===== config.mk =====
export PLATFORM = sky130hd
export DESIGN_NAME = epoch_seconds_to_date_time_top
export DESIGN_NICKNAME = d
export VERILOG_FILES = /design/src/rtl/core/esdt_pkg.sv /design/src/rtl/core/esdt_month_walk.sv /design/src/rtl/core/epoch_seconds_to_date_time_top.sv
export SDC_FILE = /design/constraint.sdc
export NUM_CORES = 2
export LEC_CHECK = 0
export ABC_AREA = 1
export BUFFER_PORTS_ARGS = -buffer_cell sky130_fd_sc_hd__buf_2
export CAP_MARGIN = 5
export CORE_MARGIN = 2
export CORE_UTILIZATION = 55
export DETAILED_ROUTE_END_ITERATION = 8
export HOLD_SLACK_MARGIN = 0.15
export PLACE_DENSITY = 0.75
export SKIP_LAST_GASP = 1
export SYNTH_ARGS = -nofsm -noshare
export SYNTH_HDL_FRONTEND = slang
export SYNTH_SLANG_ARGS = --single-unit

===== constraint.sdc =====
create_clock -name clk -period 5 [get_ports clk]
set_input_delay 0.25 -clock clk [delete_from_list [all_inputs] [get_ports clk]]
set_output_delay 0.25 -clock clk [all_outputs]
set_load 0.05 [all_outputs]

===== src/rtl/core/esdt_pkg.sv =====
package esdt_pkg;

  localparam int unsigned YearW  = 12;
  localparam int unsigned YearXW = 13;
  localparam int unsigned DoyW   = 9;

  localparam logic [YearW-1:0] BaseYearReset = 12'd1980;
  localparam logic [YearXW-1:0] LastYear     = 13'd2099;

  // Floor division by a constant is a multiply by a rounded-up reciprocal and a shift.
  // Each shift is the dividend width plus the divisor's bit length, which keeps the
  // quotient exact over the whole dividend range.
  localparam int unsigned DayShift  = 35;  // (s >> 7) / 675, dividend below 2^25
  localparam int unsigned CycShift  = 27;  // days / 1461, dividend below 2^16
  localparam int unsigned HourShift = 21;  // (tod >> 4) / 225, dividend below 2^13
  localparam int unsigned MinShift  = 14;  // (rem >> 2) / 15, dividend below 2^10

  localparam logic [25:0] DayRecip  = 26'(((64'd1 << DayShift) + 64'd674) / 64'd675);
  localparam logic [16:0] CycRecip  = 17'(((64'd1 << CycShift) + 64'd1460) / 64'd1461);
  localparam logic [13:0] HourRecip = 14'(((64'd1 << HourShift) + 64'd224) / 64'd225);
  localparam logic [10:0] MinRecip  = 11'(((64'd1 << MinShift) + 64'd14) / 64'd15);

  localparam logic [31:0] SecsPerDay   = 32'd86400;
  localparam logic [16:0] SecsPerHour  = 17'd3600;
  localparam logic [11:0] SecsPerMin   = 12'd60;
  localparam logic [15:0] DaysPerCycle = 16'd1461;

  // Day-of-year boundaries inside the four-year cycle.
  localparam logic [10:0] CycYear1 = 11'd366;
  localparam logic [10:0] CycYear2 = 11'd731;
  localparam logic [10:0] CycYear3 = 11'd1096;

  typedef struct packed {
    logic [3:0] month;
    logic [4:0] day;
    logic       bad;
  } esdt_date_t;

  // First day of a month, counted from 1 January, in a common year.
  function automatic logic [DoyW-1:0] month_start(input logic [3:0] m);
    logic [DoyW-1:0] d;
    unique case (m)
      4'd0:    d = 9'd0;
      4'd1:    d = 9'd31;
      4'd2:    d = 9'd59;
      4'd3:    d = 9'd90;
      4'd4:    d = 9'd120;
      4'd5:    d = 9'd151;
      4'd6:    d = 9'd181;
      4'd7:    d = 9'd212;
      4'd8:    d = 9'd243;
      4'd9:    d = 9'd273;
      4'd10:   d = 9'd304;
      4'd11:   d = 9'd334;
      default: d = 9'd365;
    endcase
    return d;
  endfunction

endpackage


===== src/rtl/core/esdt_month_walk.sv =====
module esdt_month_walk
  import esdt_pkg::*;
(
  input  logic [YearXW-1:0] year,
  input  logic [DoyW-1:0]   doy,
  output esdt_date_t        date
);

  logic            century;
  logic            quad;
  logic            leap;
  logic [DoyW-1:0] start;
  logic [DoyW-1:0] first;
  logic [DoyW-1:0] year_len;
  logic [3:0]      midx;
  logic [DoyW-1:0] dom;

  // Only years up to the last supported one matter, so the centuries are matched directly.
  always_comb begin
    century = 1'b0;
    quad    = 1'b0;
    for (int i = 0; i <= 20; i++) begin
      if (year == 13'(i * 100)) begin
        century = 1'b1;
        if ((i & 3) == 0) quad = 1'b1;
      end
    end
    leap = (year[1:0] == 2'b00) && (!century || quad);
  end

  always_comb begin
    midx  = 4'd0;
    first = '0;
    for (int m = 1; m < 12; m++) begin
      start = month_start(4'(m));
      if (m >= 2) start = start + 9'(leap);
      if (doy >= start) begin
        midx  = 4'(m);
        first = start;
      end
    end
    start    = '0;
    year_len = 9'd365 + 9'(leap);
    dom      = doy - first + 9'd1;
    date.bad = (year > LastYear) || (doy >= year_len);
    if (date.bad) begin
      date.month = '0;
      date.day   = '0;
    end else begin
      date.month = midx + 4'd1;
      date.day   = dom[4:0];
    end
  end

endmodule


===== src/rtl/core/epoch_seconds_to_date_time_top.sv =====
// Channel  Direction  Handshake              Payload
// in       input      in_valid / in_ready    in_seconds_count[31:0]
// out      output     out_valid / out_ready  year, month, day, hour, minute, second,
//                                            out_of_range
// cfg      input      cfg_valid / cfg_ready  cfg_base_year[11:0]
//
// One count is taken per cycle while in_ready is high; the pipeline has one stage each for the
// chain of four reciprocal multiplications (days, cycles, hours, minutes), the split of the
// cycle into its years and the month walk, with the subtractions beside them.
// Reset clears the stage valid bits and sets the base year to 1980.
// Each stage holds while the stage after it is full and stalled, so empty stages still fill.
module epoch_seconds_to_date_time_top
  import esdt_pkg::*;
(
  input  logic             clk,
  input  logic             rst_n,
  input  logic             in_valid,
  output logic             in_ready,
  input  logic [31:0]      in_seconds_count,
  output logic             out_valid,
  input  logic             out_ready,
  output logic [11:0]      out_year,
  output logic [3:0]       out_month,
  output logic [4:0]       out_day,
  output logic [4:0]       out_hour,
  output logic [5:0]       out_minute,
  output logic [5:0]       out_second,
  output logic             out_out_of_range,
  input  logic             cfg_valid,
  output logic             cfg_ready,
  input  logic [YearW-1:0] cfg_base_year
);

  localparam int unsigned Stages = 6;

  logic [YearW-1:0]  base_year_r;
  logic [Stages-1:0] v_r;
  logic [Stages-1:0] en;

  // Stage 1
  logic [50:0] day_prod;
  logic [15:0] s1_days_r;
  logic [31:0] s1_secs_r;
  // Stage 2
  logic [31:0] day_secs;
  logic [32:0] cyc_prod;
  logic [16:0] s2_tod_r;
  logic [15:0] s2_days_r;
  logic [5:0]  s2_cyc_r;
  // Stage 3
  logic [15:0] dc_full;
  logic [25:0] hour_prod;
  logic [10:0] s3_dc_r;
  logic [5:0]  s3_cyc_r;
  logic [4:0]  s3_hour_r;
  logic [16:0] s3_tod_r;
  // Stage 4
  logic [16:0]       hour_secs;
  logic [11:0]       rem_nxt;
  logic [1:0]        k_nxt;
  logic [10:0]       doy_nxt;
  logic [YearXW-1:0] year_nxt;
  logic [YearXW-1:0] s4_year_r;
  logic [DoyW-1:0]   s4_doy_r;
  logic [4:0]        s4_hour_r;
  logic [11:0]       s4_rem_r;
  // Stage 5
  logic [19:0]       min_prod;
  logic [YearXW-1:0] s5_year_r;
  logic [DoyW-1:0]   s5_doy_r;
  logic [4:0]        s5_hour_r;
  logic [5:0]        s5_min_r;
  logic [11:0]       s5_rem_r;
  // Stage 6
  logic [11:0] sec_nxt;
  esdt_date_t  date;

  assign cfg_ready = 1'b1;

  always_ff @(posedge clk) begin
    if (!rst_n) begin
      base_year_r <= BaseYearReset;
    end else if (cfg_valid && cfg_ready) begin
      base_year_r <= cfg_base_year;
    end
  end

  // A stage may load when it is empty or its content moves on in the same cycle.
  always_comb begin
    en[Stages-1] = !v_r[Stages-1] || out_ready;
    for (int i = Stages - 2; i >= 0; i--) begin
      en[i] = !v_r[i] || en[i+1];
    end
  end

  assign in_ready  = en[0];
  assign out_valid = v_r[Stages-1];

  always_ff @(posedge clk) begin
    if (!rst_n) begin
      v_r <= '0;
    end else begin
      if (en[0]) v_r[0] <= in_valid;
      for (int i = 1; i < Stages; i++) begin
        if (en[i]) v_r[i] <= v_r[i-1];
      end
    end
  end

  assign day_prod = 51'(in_seconds_count[31:7]) * 51'(DayRecip);

  always_ff @(posedge clk) begin
    if (en[0]) begin
      s1_days_r <= day_prod[50:35];
      s1_secs_r <= in_seconds_count;
    end
  end

  assign day_secs = 32'(s1_days_r) * SecsPerDay;
  assign cyc_prod = 33'(s1_days_r) * 33'(CycRecip);

  always_ff @(posedge clk) begin
    if (en[1]) begin
      s2_tod_r  <= 17'(s1_secs_r - day_secs);
      s2_days_r <= s1_days_r;
      s2_cyc_r  <= cyc_prod[32:27];
    end
  end

  assign dc_full   = s2_days_r - 16'(s2_cyc_r) * DaysPerCycle;
  assign hour_prod = 26'(s2_tod_r[16:4]) * 26'(HourRecip);

  always_ff @(posedge clk) begin
    if (en[2]) begin
      s3_dc_r   <= dc_full[10:0];
      s3_cyc_r  <= s2_cyc_r;
      s3_hour_r <= hour_prod[25:21];
      s3_tod_r  <= s2_tod_r;
    end
  end

  assign hour_secs = 17'(s3_hour_r) * SecsPerHour;
  assign rem_nxt   = 12'(s3_tod_r - hour_secs);

  // The first year of each cycle is the long one.
  always_comb begin
    priority if (s3_dc_r >= CycYear3) begin
      k_nxt   = 2'd3;
      doy_nxt = s3_dc_r - CycYear3;
    end else if (s3_dc_r >= CycYear2) begin
      k_nxt   = 2'd2;
      doy_nxt = s3_dc_r - CycYear2;
    end else if (s3_dc_r >= CycYear1) begin
      k_nxt   = 2'd1;
      doy_nxt = s3_dc_r - CycYear1;
    end else begin
      k_nxt   = 2'd0;
      doy_nxt = s3_dc_r;
    end
    year_nxt = 13'(base_year_r) + 13'({s3_cyc_r, 2'b00}) + 13'(k_nxt);
  end

  always_ff @(posedge clk) begin
    if (en[3]) begin
      s4_year_r <= year_nxt;
      s4_doy_r  <= doy_nxt[DoyW-1:0];
      s4_hour_r <= s3_hour_r;
      s4_rem_r  <= rem_nxt;
    end
  end

  assign min_prod = 20'(s4_rem_r[11:2]) * 20'(MinRecip);

  always_ff @(posedge clk) begin
    if (en[4]) begin
      s5_year_r <= s4_year_r;
      s5_doy_r  <= s4_doy_r;
      s5_hour_r <= s4_hour_r;
      s5_min_r  <= min_prod[19:14];
      s5_rem_r  <= s4_rem_r;
    end
  end

  assign sec_nxt = s5_rem_r - 12'(s5_min_r) * SecsPerMin;

  esdt_month_walk u_month_walk (
    .year (s5_year_r),
    .doy  (s5_doy_r),
    .date (date)
  );

  always_ff @(posedge clk) begin
    if (en[5]) begin
      out_out_of_range <= date.bad;
      out_month        <= date.month;
      out_day          <= date.day;
      if (date.bad) begin
        out_year   <= '0;
        out_hour   <= '0;
        out_minute <= '0;
        out_second <= '0;
      end else begin
        out_year   <= s5_year_r[YearW-1:0];
        out_hour   <= s5_hour_r;
        out_minute <= s5_min_r;
        out_second <= sec_nxt[5:0];
      end
    end
  end

endmodule

* Yosys cells after proc, flatten, opt, wreduce, memory -nomap -nowiden *
Cells that the tools add are included.

word-level totals
  register bits = 236

operators by class
  add/subtract/negate cells = 23
  reduce and logical (&&, ||, !) cells = 18
  $lt $le $gt $ge = 16
  muxes and demuxes = 54
  equality and inequality tests = 20
  multiply operators = 8

operator list
  kind                      number
  $eq A13 B11 Y1 const B    10
  $ge A9 B9 Y1              8
  $eq A13 B10 Y1 const B    5
  $mux W5                   11
  $mul A25 B26 Y51 const B  1
  $eq A13 B9 Y1 const B     3
  $add A8 B1 Y9 const A     4
  $add A9 B1 Y9 const A     4
  $mul A16 B15 Y31 const B  1
  $mux W1                   28
  $mux W9                   3
  $mul A13 B14 Y26 const B  1
  $mul A10 B11 Y20 const B  1
  $ge A9 B8 Y1              2
  $sub A17 B17 Y17          1
  $add A7 B1 Y8 const A     2
  $mul A16 B10 Y10 const B  1
  $mux W4                   4
  $add A12 B8 Y13           1
  $add A13 B2 Y13           1
  $eq A13 B7 Y1 const B     1
  $eq A13 B8 Y1 const B     1
  $gt A13 B12 Y1 const B    1
  $logic_not A13 Y1         1
  other kinds (24)          43

* Logic depth before layout (Yosys ltp) *
  word-level depth = 39
  gate-level depth with buffers = 38
  depth with buffers taken out = 38

* Cells and area by module *
From an unflattened synthesis, not the netlist that was laid out.

second synthesis, totals
  cell total of the unflattened synthesis = 3,810
  area total of the unflattened synthesis = 32,785.2 um^2

modules (own cells, without submodules)
  module                          sequential area each (um^2)  instances  cells each  area an instance (um^2)
  epoch_seconds_to_date_time_top  6,906.6                      1          3,528       31,375.1
  esdt_month_walk                 0.0                          1          282         1,410.1

* Worst setup path before layout *
OpenSTA, ideal clock, no wires.

  path type = reg-to-reg
  from = register v_r[5]
  to = register s1_days_r[0], enable pin
  cell stages (with the launch flop) = 12
  path buffers = 0
  data required time = 4,593 ps
  data arrival time = 5,297 ps
  slack = -704 ps
  clock period less this slack = 5,704 ps
  cells stage by stage = dfxtp_1 inv_1 nor2_1 inv_1 nor2_1 inv_1 nor2_1 inv_1 nor2_1 inv_1 nor2_1 nand2_1

on the way
  cells in the longest elaborated chain, start to end = 7

RTL lines
  item                             line                                   RTL
  start, declared                  epoch_seconds_to_date_time_top.sv:37   logic [Stages-1:0] v_r;
  start signal, assigned by index  epoch_seconds_to_date_time_top.sv:105  if (en[i]) v_r[i] <= v_r[i-1];
  $logic_not A1 Y1                 epoch_seconds_to_date_time_top.sv:90   en[Stages-1] = !v_r[Stages-1] || out_ready;
  $logic_or A1 B1 Y1               epoch_seconds_to_date_time_top.sv:90
  via en[5]                        epoch_seconds_to_date_time_top.sv:38   logic [Stages-1:0] en;
  $logic_or A1 B1 Y1               epoch_seconds_to_date_time_top.sv:92   en[i] = !v_r[i] || en[i+1];
  via en[4]                        epoch_seconds_to_date_time_top.sv:38
  $logic_or A1 B1 Y1               epoch_seconds_to_date_time_top.sv:92
  via en[3]                        epoch_seconds_to_date_time_top.sv:38
  $logic_or A1 B1 Y1               epoch_seconds_to_date_time_top.sv:92
  via en[2]                        epoch_seconds_to_date_time_top.sv:38
  $logic_or A1 B1 Y1 (2 in a row)  epoch_seconds_to_date_time_top.sv:92
  via in_ready                     epoch_seconds_to_date_time_top.sv:18   output logic in_ready,
  end signal, assigned             epoch_seconds_to_date_time_top.sv:114  s1_days_r <= day_prod[50:35];
  end, declared                    epoch_seconds_to_date_time_top.sv:42   logic [15:0] s1_days_r;

The timed path passes the listed nets, and every way through them passes these cells.
A chain may end at the register's enable or synchronous reset.

* Final worst setup path *
  from = input in_seconds_count[12]
  to = register s1_days_r[10] (data pin)

on the way
  cells in the longest elaborated chain, start to end = 1

RTL lines
  item              line                                   RTL
  start, declared   epoch_seconds_to_date_time_top.sv:19   input logic [31:0] in_seconds_count,
  $mul A25 B26 Y51  epoch_seconds_to_date_time_top.sv:110  assign day_prod = 51'(in_seconds_count[31:7]) * 51'(DayRecip);
  via day_prod[45]  epoch_seconds_to_date_time_top.sv:41   logic [50:0] day_prod;

The timed path passes the listed nets, and every way through them passes these cells.

==> impl_metrics.csv <==
group,metric,value,unit
clocking,h-tree-depth,1,
placed_design,port_buffers,89,
setup_path,worstPathCellList,"buf_4 > buf_4 > ha_4 > inv_2 > fa_1 > fa_2 > fa_2 > inv_1 > ha_1 > fa_1 > fa_1 > ha_4 > a21oi_2 > o21ai_0 > a21oi_1 > o21ai_1 > nand2_1 > nand3_2 > nand4_1 > nand3_2 > a21oi_2 > xnor2_1",
timing,rsz0062_at_grt,"yes",
timing,slew_headroom,43.6,%
min_path,hp-class,"input pin to register",
clocking,cts_buffer_depth,3,
setup_path,crit_type,"input pin to register",
outcome,violations,"negative setup slack",
timing,fmaxAchievable,0.192,GHz
setup_path,crit_fanout,4,
logic_synthesis,yosysWarnings,0,
timing,finClkSkew,21.9,ps
floorplan,fp.dieH,237,µm
timing,drv_slew,0,
logic_synthesis,synthArstFlopShare,0,%
logic_synthesis,synth-edff-count,218,
global_route,grt_first_pass_wirelength,115,mm
logic_synthesis,synth_ff_type,"edfxtp_1",
timing,hold_violations,0,
logic_synthesis,synth.distinct_cells,48,
logic_synthesis,yosys-top-cells-area,"ha_1 (26%), fa_1 (23%), edfxtp_1 (22%)",
outcome,outcome,"complete, but fails checks",
logic_synthesis,synth.most_common_cell,"inv_1",
routing,routed_wl,70.4,mm
clocking,cts_buffers,24,
logic_synthesis,syn_nets,4023,
logic_synthesis,syn_area,29800,µm²
clocking,cts_sinks,236,
global_route,grt_use_total,25.3,%
logic_synthesis,synth-seq-cells,236,
setup_path,worst_ep_arrival_time,5460,ps
logic_synthesis,synth_seq_area_share,23.2,%
logic_synthesis,synthAdderAreaFrac,49.4,%
routing,first_iter_violations,1114,
routing,drc,0,
logic_synthesis,synth_xor_area_share,3.50,%
global_route,antenna_found_initial,0,
logic_synthesis,synth_compound_area_share,6.29,%
flow_run,drv_cap,0,
floorplan,start_util,55.4,%
setup_path,crit_path_end_kind,"register",
cells_and_area,fin_util,65.9,%
logic_synthesis,synth-simple-area-share,8.41,%
routing,detail-route-antenna-nets,0,
clocking,worst_skew_pair.late_latency,540,ps
timing,setup_slack,-206,ps
logic_synthesis,synth_top_area_cell,"ha_1",
setup_path,cp_slowest_stage_delay,640,ps
clocking,cts-root-buf,"clkbuf_16",
timing,worst_pin_slew,845,ps
floorplan,dieArea,56000,µm²
cells_and_area,syn2layout_area_growth,18.9,%
setup_path,required,5260,ps
logic_synthesis,synth_top_area_share,26.3,%
routing,first_pass_iters,7,
global_route,first_global_vias,23600,
clocking,cts_tree,"yes",
logic_synthesis,synth_common_cells,"inv_1 (712), ha_1 (626), fa_1 (343)",
timing,fin_crit,5210,ps
clocking,clk_pin_slew_worst_paths,60,ps
logic_synthesis,post_synth.cell_area_avg,9.90,µm²
floorplan,rows,85,
floorplan,core-area,53700,µm²
setup_path,cp_slowest_cell,"fa_1",
setup_path,cp-start-kind,"input pin",
routing,wl_per_cell,17.1,µm
floorplan,die_x,237,µm
placed_design,hpwlAfterDp,58.9,mm
placed_design,gp_congestion,0.973,
cells_and_area,drive_above_1_share,17.5,%
routing,via_per_inst,5.37,
global_route,grt_max_degree,42,
logic_synthesis,synth_top_family_by_area,"adder cells",
global_route,overflow,0,
routing,via_count,22100,
cells_and_area,nets,4427,
timing,fin_crit_sh,104,%
timing,setup_violations,15,
logic_synthesis,netlist_instances,3005,
floorplan,ios,91,
logic_synthesis,muxShareOfSynthArea,0,%
setup_path,path_common_cell,"fa_1",
[per-layer routing]
metal  share of wire, %  vias up  global-route usage [%]
met5                  0        -                       0
met4                4.0        0                    8.94
met3                4.2      187                    2.23
met2                 52      653                    48.2
met1                 39    10800                    29.5
li1                   -    10500                       -
[metrics by stage]
| step | instance area, µm² | cells | TNS (ps) | setup WS, ps | hold WS [ps] |
|---|---|---|---|---|---|
| floorplan | 30000 | 3005 | -1040 | -294 | 349 |
| global placement | 33100 | 4017 | -10830 | -770 | 400 |
| detailed placement | 33100 | 4017 | -12370 | -854 | 405 |
| CTS | 34800 | 4111 | -713 | -121 | 161 |
| global route | 35400 | 4122 | -4640 | -353 | 171 |
| finish | 35400 | 4124 | -1700 | -206 | 183 |
[final timing paths]
path	slack, ps	from	end	depth (start not counted)
worst min-delay path	180	in_seconds_count[7]	s1_secs_r[7]	2
worst min register to register	410	s4_year_r[7]	s5_year_r[7]	0
worst max register to register	-170	s1_days_r[12]	s2_cyc_r[5]	18
worst max-delay path	-210	in_seconds_count[12]	s1_days_r[10]	22
[cells by family after synthesis]
group           count (synthesis)
flops                         236
xor+xnor                      119
simple gates                  614
other cells                     1
buf+inv                       725
compound gates                341
fa+ha+maj                     969
[cell usage in the layout, fill, tap and decap left out, types with 7 or more instances in the layout]
| cell type | count |
|---|---|
| ha_1 | 589 |
| nand4_1 | 13 |
| nor2_1 | 174 |
| buf_2 | 76 |
| inv_1 | 674 |
| a31oi_1 | 12 |
| a21oi_2 | 20 |
| buf_4 | 260 |
| fa_2 | 19 |
| ha_4 | 34 |
| edfxtp_1 | 218 |
| clkinvlp_4 | 8 |
| inv_2 | 31 |
| nand2_4 | 7 |
| o21ai_1 | 20 |
| dfxtp_1 | 17 |
| a21o_1 | 14 |
| xor2_1 | 80 |
| nor2_2 | 19 |
| clkbuf_16 | 24 |
| nand3_1 | 51 |
| o211ai_1 | 7 |
| a21oi_1 | 139 |
| nand2_1 | 274 |
| nor3_1 | 14 |
| fa_1 | 324 |
| buf_6 | 13 |
| xnor2_1 | 38 |
| o21ai_0 | 83 |
| nor2_4 | 14 |
| nand2_2 | 18 |
| dlygate4sd3_1 | 38 |
[worst max-delay path: cells and delay by family]
kind            cells  cell delay, ps
compound gates      5             770
xor+xnor            1             100
fa+ha+maj           8            3500
buf+inv             4             360
simple gates        4             470
[registers in the layout, summed over array words and instances (netlist names), 12 cells and up]
register     count
s5_year_r       13
s1_days_r       16
s2_tod_r        17
base_year_r     12
s4_rem_r        12
s3_tod_r        12
s4_year_r       13
out_year        12
s1_secs_r       17
[area by class of cell]
class / instances / area (µm²)
multi-input cells: 2044 / 21200
fillers: 3976 / 18300
flip-flops and latches: 236 / 6910
repair buffers: 391 / 2920
inverters: 712 / 2700
well taps: 696 / 871
clock buffers: 27 / 612
clock inverters: 16 / 154
diodes: 2 / 5.00
[what timing repair did]
action / CTS / global route
buffers inserted: 13 / 12
setup endpoints to repair: 18 / 25
pin swaps: 80 / 69
resized for setup: 131 / 118
hold endpoints to repair: 23 / 0
hold buffers: 38 / 0
Power is left out: the tool's default activity adds up to more than one toggle a clock period on the data nets, which glitch-free logic cannot reach.
